--- config.mk ---
export PLATFORM = sky130hd
export DESIGN_NAME = epoch_seconds_to_civil_datetime_core_flat
export DESIGN_NICKNAME = d
export VERILOG_FILES = /design/src/hdl/ecd_pkg.sv /design/src/hdl/ecd_if.sv /design/src/hdl/epoch_seconds_to_civil_datetime_core.sv /design/src/flat_wrapper.sv
export SDC_FILE = /design/constraint.sdc
export NUM_CORES = 2
export LEC_CHECK = 0
export BUFFER_PORTS_ARGS = -buffer_cell sky130_fd_sc_hd__buf_2
export CAP_MARGIN = 20
export CORE_ASPECT_RATIO = 2
export CORE_MARGIN = 2
export CORE_UTILIZATION = 63
export CTS_CLUSTER_DIAMETER = 120
export DETAILED_ROUTE_END_ITERATION = 8
export PLACE_DENSITY = 0.8
export SETUP_SLACK_MARGIN = 0.05
export SYNTH_ARGS = -nofsm -noshare
export SYNTH_HDL_FRONTEND = slang
export SYNTH_SLANG_ARGS = --single-unit
export TNS_END_PERCENT = 10
--- constraint.sdc ---
create_clock -name clk -period 7.9 [get_ports clk]
set_input_delay 1.58 -clock clk [delete_from_list [all_inputs] [get_ports clk]]
set_output_delay 1.58 -clock clk [all_outputs]
set_load 0.01 [all_outputs]
--- src/hdl/ecd_pkg.sv ---
// Shared constants for the epoch-seconds to civil date/time converter.
// Holds field widths, reciprocal multipliers for the constant divides and the month table.
// No dependencies.
package ecd_pkg;

    localparam int SECS_W   = 32;
    localparam int YEAR_W   = 12;
    localparam int MONTH_W  = 4;
    localparam int DAY_W    = 5;
    localparam int HOUR_W   = 5;
    localparam int MINUTE_W = 6;
    localparam int SECOND_W = 6;

    // Seconds per day is 675 * 2^7: peel the low 7 bits, then divide by 675.
    localparam int          DAY_LO_W = 7;
    localparam int          DAY_DIV  = 675;
    localparam int          DAY_SH   = 35;
    localparam logic [25:0] DAY_MUL  =
        26'(((64'd1 << DAY_SH) + 64'(DAY_DIV) - 64'd1) / 64'(DAY_DIV));

    // Shift to the 0000-03-01 epoch. Inputs only reach eras 4 and 5.
    localparam int DAYS_SHIFT   = 719468;
    localparam int DAYS_PER_ERA = 146097;
    localparam int ERA5_START   = 5 * DAYS_PER_ERA - DAYS_SHIFT;
    localparam int ERA4_OFFSET  = DAYS_SHIFT - 4 * DAYS_PER_ERA;
    localparam int ERA4_YEAR    = 4 * 400;
    localparam int ERA5_YEAR    = 5 * 400;

    localparam int          Q1460_DIV = 1460;
    localparam int          Q1460_SH  = 29;
    localparam logic [18:0] Q1460_MUL =
        19'(((64'd1 << Q1460_SH) + 64'(Q1460_DIV) - 64'd1) / 64'(Q1460_DIV));

    localparam int CENT_DAYS = 36524;
    localparam int ERA_LAST  = 146096;

    localparam int          YEAR_DAYS = 365;
    localparam int          YOE_SH    = 27;
    localparam logic [18:0] YOE_MUL   =
        19'(((64'd1 << YOE_SH) + 64'(YEAR_DAYS) - 64'd1) / 64'(YEAR_DAYS));

    localparam int          MP_DIV = 153;
    localparam int          MP_SH  = 19;
    localparam logic [11:0] MP_MUL =
        12'(((64'd1 << MP_SH) + 64'(MP_DIV) - 64'd1) / 64'(MP_DIV));

    localparam int          SECS_PER_HOUR = 3600;
    localparam int          HOUR_SH       = 29;
    localparam logic [17:0] HOUR_MUL      =
        18'(((64'd1 << HOUR_SH) + 64'(SECS_PER_HOUR) - 64'd1) / 64'(SECS_PER_HOUR));

    localparam int          SECS_PER_MIN = 60;
    localparam int          MIN_SH       = 18;
    localparam logic [12:0] MIN_MUL      =
        13'(((64'd1 << MIN_SH) + 64'(SECS_PER_MIN) - 64'd1) / 64'(SECS_PER_MIN));

    // First day of each March-based month within the year: (153 * mp + 2) / 5.
    function automatic logic [8:0] mp_day_offset(input logic [3:0] mp);
        logic [8:0] off;
        case (mp)
            4'd0:    off = 9'd0;
            4'd1:    off = 9'd31;
            4'd2:    off = 9'd61;
            4'd3:    off = 9'd92;
            4'd4:    off = 9'd122;
            4'd5:    off = 9'd153;
            4'd6:    off = 9'd184;
            4'd7:    off = 9'd214;
            4'd8:    off = 9'd245;
            4'd9:    off = 9'd275;
            4'd10:   off = 9'd306;
            4'd11:   off = 9'd337;
            default: off = 9'd0;
        endcase
        return off;
    endfunction

endpackage

--- src/hdl/ecd_if.sv ---
// Valid/ready channels of the epoch-seconds to civil date/time converter.
// Depends on ecd_pkg for field widths.
interface ecd_stamp_if;
    logic                         valid;
    logic                         ready;
    logic [ecd_pkg::SECS_W-1:0]   epoch_seconds;

    modport source (output valid, output epoch_seconds, input ready);
    modport sink   (input valid, input epoch_seconds, output ready);
endinterface

interface ecd_civil_if;
    logic                          valid;
    logic                          ready;
    logic [ecd_pkg::YEAR_W-1:0]    year;
    logic [ecd_pkg::MONTH_W-1:0]   month;
    logic [ecd_pkg::DAY_W-1:0]     day;
    logic [ecd_pkg::HOUR_W-1:0]    hour;
    logic [ecd_pkg::MINUTE_W-1:0]  minute;
    logic [ecd_pkg::SECOND_W-1:0]  second;

    modport source (output valid, output year, output month, output day,
                    output hour, output minute, output second, input ready);
    modport sink   (input valid, input year, input month, input day,
                    input hour, input minute, input second, output ready);
endinterface

--- src/hdl/epoch_seconds_to_civil_datetime_core.sv ---
// Throughput: one word per cycle while the output is not stalled; eight register stages,
// each about one constant-reciprocal multiply plus a short add/compare chain deep, with
// per-stage ready so bubbles close up.
// Reset (rst_n, asynchronous, active low) clears the stage valid bits; data regs are unreset.
// Depends on ecd_pkg and the channel interfaces in ecd_if.sv.
module epoch_seconds_to_civil_datetime_core (
    input  logic              clk,
    input  logic              rst_n,
    ecd_stamp_if.sink         stamp,
    ecd_civil_if.source       civil
);
    import ecd_pkg::*;

    localparam int NSTG = 8;

    logic [NSTG-1:0] vld_reg;
    logic [NSTG-1:0] en;

    // Stage 0: days = secs / 86400 by reciprocal multiply.
    logic [24:0] s0_x_next;
    logic [50:0] s0_prod;
    logic [15:0] s0_days_next;
    logic [24:0] s0_x_reg;
    logic [6:0]  s0_lo_reg;
    logic [15:0] s0_days_reg;

    // Stage 1: second of day and day of era.
    logic [24:0] s1_mul;
    logic [24:0] s1_rem;
    logic [16:0] s1_sod_next;
    logic [17:0] s1_doe_next;
    logic        s1_era5_next;
    logic [16:0] s1_sod_reg;
    logic [17:0] s1_doe_reg;
    logic        s1_era5_reg;

    // Stage 2: leap corrections and hour.
    logic [36:0] s2_p1460;
    logic [34:0] s2_phour;
    logic [6:0]  s2_q1460_next;
    logic [2:0]  s2_qcent_next;
    logic        s2_qlast_next;
    logic [4:0]  s2_hour_next;
    logic [6:0]  s2_q1460_reg;
    logic [2:0]  s2_qcent_reg;
    logic        s2_qlast_reg;
    logic [4:0]  s2_hour_reg;
    logic [17:0] s2_doe_reg;
    logic        s2_era5_reg;
    logic [16:0] s2_sod_reg;

    // Stage 3: numerator for year of era, second within hour.
    logic [17:0] s3_num_next;
    logic [16:0] s3_hmul;
    logic [11:0] s3_rem_next;
    logic [17:0] s3_num_reg;
    logic [11:0] s3_rem_reg;
    logic [17:0] s3_doe_reg;
    logic        s3_era5_reg;
    logic [4:0]  s3_hour_reg;

    // Stage 4: year of era, minute.
    logic [36:0] s4_pyoe;
    logic [24:0] s4_pmin;
    logic [8:0]  s4_yoe_next;
    logic [5:0]  s4_min_next;
    logic [8:0]  s4_yoe_reg;
    logic [5:0]  s4_min_reg;
    logic [11:0] s4_rem_reg;
    logic [17:0] s4_doe_reg;
    logic        s4_era5_reg;
    logic [4:0]  s4_hour_reg;

    // Stage 5: day of year, second.
    logic [1:0]  s5_y100;
    logic [17:0] s5_ydays;
    logic [17:0] s5_doy_full;
    logic [8:0]  s5_doy_next;
    logic [11:0] s5_smul;
    logic [5:0]  s5_sec_next;
    logic [8:0]  s5_doy_reg;
    logic [5:0]  s5_sec_reg;
    logic [8:0]  s5_yoe_reg;
    logic        s5_era5_reg;
    logic [4:0]  s5_hour_reg;
    logic [5:0]  s5_min_reg;

    // Stage 6: March-based month index.
    logic [10:0] s6_mx;
    logic [22:0] s6_pmp;
    logic [3:0]  s6_mp_next;
    logic [3:0]  s6_mp_reg;
    logic [8:0]  s6_doy_reg;
    logic [8:0]  s6_yoe_reg;
    logic        s6_era5_reg;
    logic [4:0]  s6_hour_reg;
    logic [5:0]  s6_min_reg;
    logic [5:0]  s6_sec_reg;

    // Stage 7: output word.
    logic [MONTH_W-1:0]  s7_month_next;
    logic [DAY_W-1:0]    s7_day_next;
    logic [YEAR_W-1:0]   s7_year_next;
    logic [YEAR_W-1:0]   s7_base;
    logic [8:0]          s7_dsub;
    logic [YEAR_W-1:0]   year_reg;
    logic [MONTH_W-1:0]  month_reg;
    logic [DAY_W-1:0]    day_reg;
    logic [HOUR_W-1:0]   hour_reg;
    logic [MINUTE_W-1:0] minute_reg;
    logic [SECOND_W-1:0] second_reg;

    // A stage advances when it is empty or the stage after it advances.
    always_comb
    begin
        en[NSTG-1] = !vld_reg[NSTG-1] || civil.ready;
        for (int i = NSTG - 2; i >= 0; i--)
        begin
            en[i] = !vld_reg[i] || en[i+1];
        end
    end

    assign stamp.ready = en[0];

    always_ff @(posedge clk or negedge rst_n)
    begin
        if (!rst_n)
        begin
            vld_reg <= '0;
        end
        else
        begin
            if (en[0])
            begin
                vld_reg[0] <= stamp.valid;
            end
            for (int i = 1; i < NSTG; i++)
            begin
                if (en[i])
                begin
                    vld_reg[i] <= vld_reg[i-1];
                end
            end
        end
    end

    // ---------------- stage 0
    always_comb
    begin
        s0_x_next    = stamp.epoch_seconds[SECS_W-1:DAY_LO_W];
        s0_prod      = 51'(s0_x_next) * 51'(DAY_MUL);
        s0_days_next = 16'(s0_prod >> DAY_SH);
    end

    always_ff @(posedge clk)
    begin
        if (en[0])
        begin
            s0_x_reg    <= s0_x_next;
            s0_lo_reg   <= stamp.epoch_seconds[DAY_LO_W-1:0];
            s0_days_reg <= s0_days_next;
        end
    end

    // ---------------- stage 1
    always_comb
    begin
        s1_mul      = 25'(s0_days_reg) * 25'(DAY_DIV);
        s1_rem      = s0_x_reg - s1_mul;
        s1_sod_next = {s1_rem[9:0], s0_lo_reg};
        s1_era5_next = (s0_days_reg >= 16'(ERA5_START));
        if (s1_era5_next)
        begin
            s1_doe_next = 18'(s0_days_reg) - 18'(ERA5_START);
        end
        else
        begin
            s1_doe_next = 18'(s0_days_reg) + 18'(ERA4_OFFSET);
        end
    end

    always_ff @(posedge clk)
    begin
        if (en[1])
        begin
            s1_sod_reg  <= s1_sod_next;
            s1_doe_reg  <= s1_doe_next;
            s1_era5_reg <= s1_era5_next;
        end
    end

    // ---------------- stage 2
    always_comb
    begin
        s2_p1460      = 37'(s1_doe_reg) * 37'(Q1460_MUL);
        s2_q1460_next = 7'(s2_p1460 >> Q1460_SH);
        s2_qcent_next = 3'(s1_doe_reg >= 18'(CENT_DAYS))
                      + 3'(s1_doe_reg >= 18'(2 * CENT_DAYS))
                      + 3'(s1_doe_reg >= 18'(3 * CENT_DAYS))
                      + 3'(s1_doe_reg >= 18'(4 * CENT_DAYS));
        s2_qlast_next = (s1_doe_reg >= 18'(ERA_LAST));
        s2_phour      = 35'(s1_sod_reg) * 35'(HOUR_MUL);
        s2_hour_next  = 5'(s2_phour >> HOUR_SH);
    end

    always_ff @(posedge clk)
    begin
        if (en[2])
        begin
            s2_q1460_reg <= s2_q1460_next;
            s2_qcent_reg <= s2_qcent_next;
            s2_qlast_reg <= s2_qlast_next;
            s2_hour_reg  <= s2_hour_next;
            s2_doe_reg   <= s1_doe_reg;
            s2_era5_reg  <= s1_era5_reg;
            s2_sod_reg   <= s1_sod_reg;
        end
    end

    // ---------------- stage 3
    always_comb
    begin
        s3_num_next = s2_doe_reg - 18'(s2_q1460_reg) + 18'(s2_qcent_reg)
                    - 18'(s2_qlast_reg);
        s3_hmul     = 17'(s2_hour_reg) * 17'(SECS_PER_HOUR);
        s3_rem_next = 12'(s2_sod_reg - s3_hmul);
    end

    always_ff @(posedge clk)
    begin
        if (en[3])
        begin
            s3_num_reg  <= s3_num_next;
            s3_rem_reg  <= s3_rem_next;
            s3_doe_reg  <= s2_doe_reg;
            s3_era5_reg <= s2_era5_reg;
            s3_hour_reg <= s2_hour_reg;
        end
    end

    // ---------------- stage 4
    always_comb
    begin
        s4_pyoe     = 37'(s3_num_reg) * 37'(YOE_MUL);
        s4_yoe_next = 9'(s4_pyoe >> YOE_SH);
        s4_pmin     = 25'(s3_rem_reg) * 25'(MIN_MUL);
        s4_min_next = 6'(s4_pmin >> MIN_SH);
    end

    always_ff @(posedge clk)
    begin
        if (en[4])
        begin
            s4_yoe_reg  <= s4_yoe_next;
            s4_min_reg  <= s4_min_next;
            s4_rem_reg  <= s3_rem_reg;
            s4_doe_reg  <= s3_doe_reg;
            s4_era5_reg <= s3_era5_reg;
            s4_hour_reg <= s3_hour_reg;
        end
    end

    // ---------------- stage 5
    always_comb
    begin
        s5_y100     = 2'(s4_yoe_reg >= 9'd100) + 2'(s4_yoe_reg >= 9'd200)
                    + 2'(s4_yoe_reg >= 9'd300);
        s5_ydays    = 18'(s4_yoe_reg) * 18'(YEAR_DAYS) + 18'(s4_yoe_reg >> 2)
                    - 18'(s5_y100);
        s5_doy_full = s4_doe_reg - s5_ydays;
        s5_doy_next = s5_doy_full[8:0];
        s5_smul     = 12'(s4_min_reg) * 12'(SECS_PER_MIN);
        s5_sec_next = 6'(s4_rem_reg - s5_smul);
    end

    always_ff @(posedge clk)
    begin
        if (en[5])
        begin
            s5_doy_reg  <= s5_doy_next;
            s5_sec_reg  <= s5_sec_next;
            s5_yoe_reg  <= s4_yoe_reg;
            s5_era5_reg <= s4_era5_reg;
            s5_hour_reg <= s4_hour_reg;
            s5_min_reg  <= s4_min_reg;
        end
    end

    // ---------------- stage 6
    always_comb
    begin
        s6_mx      = 11'(s5_doy_reg) * 11'd5 + 11'd2;
        s6_pmp     = 23'(s6_mx) * 23'(MP_MUL);
        s6_mp_next = 4'(s6_pmp >> MP_SH);
    end

    always_ff @(posedge clk)
    begin
        if (en[6])
        begin
            s6_mp_reg   <= s6_mp_next;
            s6_doy_reg  <= s5_doy_reg;
            s6_yoe_reg  <= s5_yoe_reg;
            s6_era5_reg <= s5_era5_reg;
            s6_hour_reg <= s5_hour_reg;
            s6_min_reg  <= s5_min_reg;
            s6_sec_reg  <= s5_sec_reg;
        end
    end

    // ---------------- stage 7: back from March-based to January-based year
    always_comb
    begin
        if (s6_mp_reg < 4'd10)
        begin
            s7_month_next = s6_mp_reg + 4'd3;
        end
        else
        begin
            s7_month_next = s6_mp_reg - 4'd9;
        end
        s7_dsub     = s6_doy_reg - mp_day_offset(s6_mp_reg) + 9'd1;
        s7_day_next = s7_dsub[DAY_W-1:0];
        s7_base     = s6_era5_reg ? YEAR_W'(ERA5_YEAR) : YEAR_W'(ERA4_YEAR);
        s7_year_next = YEAR_W'(s6_yoe_reg) + s7_base
                     + YEAR_W'(s7_month_next <= 4'd2);
    end

    always_ff @(posedge clk)
    begin
        if (en[7])
        begin
            year_reg   <= s7_year_next;
            month_reg  <= s7_month_next;
            day_reg    <= s7_day_next;
            hour_reg   <= s6_hour_reg;
            minute_reg <= s6_min_reg;
            second_reg <= s6_sec_reg;
        end
    end

    assign civil.valid  = vld_reg[NSTG-1];
    assign civil.year   = year_reg;
    assign civil.month  = month_reg;
    assign civil.day    = day_reg;
    assign civil.hour   = hour_reg;
    assign civil.minute = minute_reg;
    assign civil.second = second_reg;

`ifndef ASSERT_OFF
    a_fields_in_range: assert property (@(posedge clk) disable iff (!rst_n)
        civil.valid |-> (civil.month >= 4'd1 && civil.month <= 4'd12
                         && civil.day >= 5'd1 && civil.day <= 5'd31
                         && civil.hour <= 5'd23 && civil.minute <= 6'd59
                         && civil.second <= 6'd59))
        else $error("civil word field out of range");

    a_year_in_range: assert property (@(posedge clk) disable iff (!rst_n)
        civil.valid |-> (civil.year >= 12'd1970 && civil.year <= 12'd2106))
        else $error("civil year out of range");

    a_day_of_year: assert property (@(posedge clk) disable iff (!rst_n)
        vld_reg[5] |-> (s5_doy_reg <= 9'd365 && s5_yoe_reg <= 9'd399))
        else $error("day or year of era out of range");

    a_ready_chain: assert property (@(posedge clk) disable iff (!rst_n)
        (&vld_reg && !civil.ready) |-> !stamp.ready)
        else $error("input taken while pipeline full and output stalled");
`endif

endmodule

--- src/flat_wrapper.sv ---
// flat-port wrapper written by rule: the top's interface ports become plain ports
module epoch_seconds_to_civil_datetime_core_flat import ecd_pkg::*;
  (clk, rst_n, stamp_valid, stamp_epoch_seconds, stamp_ready, civil_valid, civil_year, civil_month, civil_day, civil_hour, civil_minute, civil_second, civil_ready);
  ecd_stamp_if stamp_i ();
  ecd_civil_if civil_i ();
  input  logic clk;
  input  logic rst_n;
  input wire logic [$bits(stamp_i.valid)-1:0] stamp_valid;
  input wire logic [$bits(stamp_i.epoch_seconds)-1:0] stamp_epoch_seconds;
  output wire logic [$bits(stamp_i.ready)-1:0] stamp_ready;
  output wire logic [$bits(civil_i.valid)-1:0] civil_valid;
  output wire logic [$bits(civil_i.year)-1:0] civil_year;
  output wire logic [$bits(civil_i.month)-1:0] civil_month;
  output wire logic [$bits(civil_i.day)-1:0] civil_day;
  output wire logic [$bits(civil_i.hour)-1:0] civil_hour;
  output wire logic [$bits(civil_i.minute)-1:0] civil_minute;
  output wire logic [$bits(civil_i.second)-1:0] civil_second;
  input wire logic [$bits(civil_i.ready)-1:0] civil_ready;
  assign stamp_i.valid = stamp_valid;
  assign stamp_i.epoch_seconds = stamp_epoch_seconds;
  assign stamp_ready = stamp_i.ready;
  assign civil_valid = civil_i.valid;
  assign civil_year = civil_i.year;
  assign civil_month = civil_i.month;
  assign civil_day = civil_i.day;
  assign civil_hour = civil_i.hour;
  assign civil_minute = civil_i.minute;
  assign civil_second = civil_i.second;
  assign civil_i.ready = civil_ready;
  epoch_seconds_to_civil_datetime_core u_core (.clk(clk), .rst_n(rst_n), .stamp(stamp_i), .civil(civil_i));
endmodule
==> flow_summary.toml <==
[synthesis]
synth.largest_area_cell = "ha_1"
synth.top_cell.area_share = 0.308
ys_warn_count = 0
ys_types = 77
syn_avg_cell_area_sq_um = 11.4
synth_area_leaders = "ha_1, fa_1, edfxtp_1"
async_flop_share = 0.0250
synth-seq-area-share = 0.223
syn-instance-count = 3733
synth-seq-cells = 320
synth_nets = 5367
synth_area_sq_um = 42700
ys.flop_type = "edfxtp_1"
synth_edf_count = 307

[hold_path]
hold_class = "flop to flop"

[routing]
routedWlPerCell_um = 19.1
via_per_inst = 5.59
drtIter0Drc = 1453
finalWirelength_um = 91400
drc = 0
num_vias = 26700
dr.pass1.iters = 7
drt.antenna.violating_nets = 0

[critical_path]
worstPathArrival_ps = 8010
setup.worst_path.start_class = "flop"
critical_path.max_stage_delay_ps = 550
cp_data_required_time_ps = 8380
cp_slowest_cell = "fa_1"
cpMostUsedCell = "ha_1"
cp-end-kind = "flop"
crit_type = "flop to flop"
path_max_fanout = 4

[sta]
slew_violations = 0
holdWs_ps = 415
worstMarginPinSlew_ps = 975
finalCritPeriodShare = 0.953
setup_viol = 0
maxSlewHeadroom = 0.350
fmax_ghz = 0.133
tns_ps = 0
clock_skew_ps = 13.6
layout_min_cycle_time_ps = 7530
hold_viol_final = 0
rsz0062_at_grt = "false"

[place]
gp_congestion = 0.952
port_buffers = 75
dp.final_hpwl_um = 77200

[flow_run]
maxCapViolCount = 0

[cells_and_area]
final_common_cell = "ha_1"
syn_to_final_growth_pct = 6.27
drive_above_1_share = 0.0443
layout.nets = 5489
final_cell_mix = "ha_1, inv_1, fa_1"
nFillCells = 4843

[die]
die_area_sq_um = 70000
initial_utilization = 0.633
io_pins = 76
row_count = 135
coreArea_sq_um = 67400
fp.dieW_um = 188
die_height_um = 372

[grt]
grt_pass1_wl_um = 150000
grt_max_degree = 49
track_usage = 0.272
antenna_found_initial = 3
grt_pass1_vias = 29400
grt_overflow = 0

[clock_network]
cts_max_path_buffers = 3
cts-root-buf = "clkbuf_16"
clk_pin_slew_worst_paths_ps = 70
clock-sinks = 320
cts_tree = "yes"
clkLatencyLatePin_ps = 600
htreeDepth = 1
numCtsBuffers = 30

[run_status]
status = "finished, final reports clean"
[what timing repair did]
action / 4_1_cts / 5_1_grt
endpoints found under the setup margin: 0 / 6
resized for setup: 0 / 3
setup buffers: 0 / 2
hold buffers: 0 / 0
[layer usage]
metal / vias up / wire [um] / GRT usage
met5: - / 12 / 0
met4: 2 / 3180 / 0.0906
met3: 186 / 3760 / 0.0305
met2: 623 / 47100 / 0.495
met1: 13300 / 37300 / 0.335
li1: 12500 / - / -
[worst max-delay path: cells and delay by family, from the launching register on]
family                   cells  cell delay (ps)
AO/OA/AOI/OAI               12             1970
XOR/XNOR                     1              130
buffers and inverters        3              210
AND/OR/NAND/NOR              3              670
multiplexers                 2              600
adder cells (fa/ha/maj)      9             3390
flip-flops                   1              430
[area by class of cell]
cell class	instances	area [sq um]	area share
well taps	890	1110	0.0246
diodes	2	5.00	0.000110
multi-input cells	2468	29600	0.653
inverters	941	3530	0.0779
repair buffers	94	543	0.0120
clock inverters	20	220	0.00486
clock buffers	36	795	0.0175
flip-flops and latches	320	9520	0.210
[stage by stage]
step,instance area (sq um),util,std cells,setup slack [ps]
after global placement,44300,0.657,4709,303
after floorplan,42700,-,3733,679
after global routing,45300,0.673,4769,37.2
after detailed placement,44300,0.657,4709,147
after CTS,45300,0.672,4765,93.1
final,45400,0.673,4771,373
[worst paths after layout]
check                                                    to  slack (ps)                      startpoint  cells after the start
max                                                    flop         370  u_core.s5_doy_reg[1]$_DFFE_PP_                     30
min                        u_core.civil.minute[2]$_DFFE_PP_         410  u_core.s6_min_reg[2]$_DFFE_PN_                      0
max reg2reg                                            flop         370  u_core.s5_doy_reg[1]$_DFFE_PP_                     30
min reg2reg                u_core.civil.minute[2]$_DFFE_PP_         410  u_core.s6_min_reg[2]$_DFFE_PN_                      0
max in group asynchronous     u_core.vld_reg[5]$_DFFE_PN0P_        6890                           rst_n                      1
min in group asynchronous     u_core.vld_reg[4]$_DFFE_PN0P_         820                           rst_n                      1
[synthesized netlist by cell type, types with 4 or more instances]
cell and instances:
a211oi_1 15, a21oi_1 101, nand2_1 81, xnor2_1 109, nor3_1 36, o221ai_1 4, o311ai_0 4, nor4_1 7
inv_1 939, o21ai_1 4, dfrtp_1 8, o21ai_0 71, a21boi_0 10, or2_2 9, nand3_1 36, dfxtp_1 5
and2_1 7, a31oi_1 11, nand4_1 19, nor2b_1 13, a221oi_1 6, a21o_1 49, xor2_1 42, o211ai_1 11
nand2b_1 19, and4_1 4, o21bai_1 11, o21a_1 18, ha_1 1052, fa_1 546, o31ai_1 5, a211o_1 5
nor2_1 80, edfxtp_1 307, and3_1 10, o22ai_1 4, or3_1 9
[cells by family (layout without fill, tap and decap cells)]
kind of cell | count (synthesis) | in the layout | synth area share
xor gates and xnor gates | 151 | 151 | 0.0310
buffers and inverters | 945 | 1091 | 0.0832
DFF | 320 | 320 | 0.223
adders and majority gates | 1598 | 1598 | 0.565
muxes | 6 | 6 | 0.00150
AOI/OAI and AO/OA | 365 | 365 | 0.0560
and+or+nand+nor | 348 | 348 | 0.0408
other | 0 | 2 | 0
Power is not shown: default switching activity piles up to over one toggle a cycle in this logic, so the estimate is an artifact.
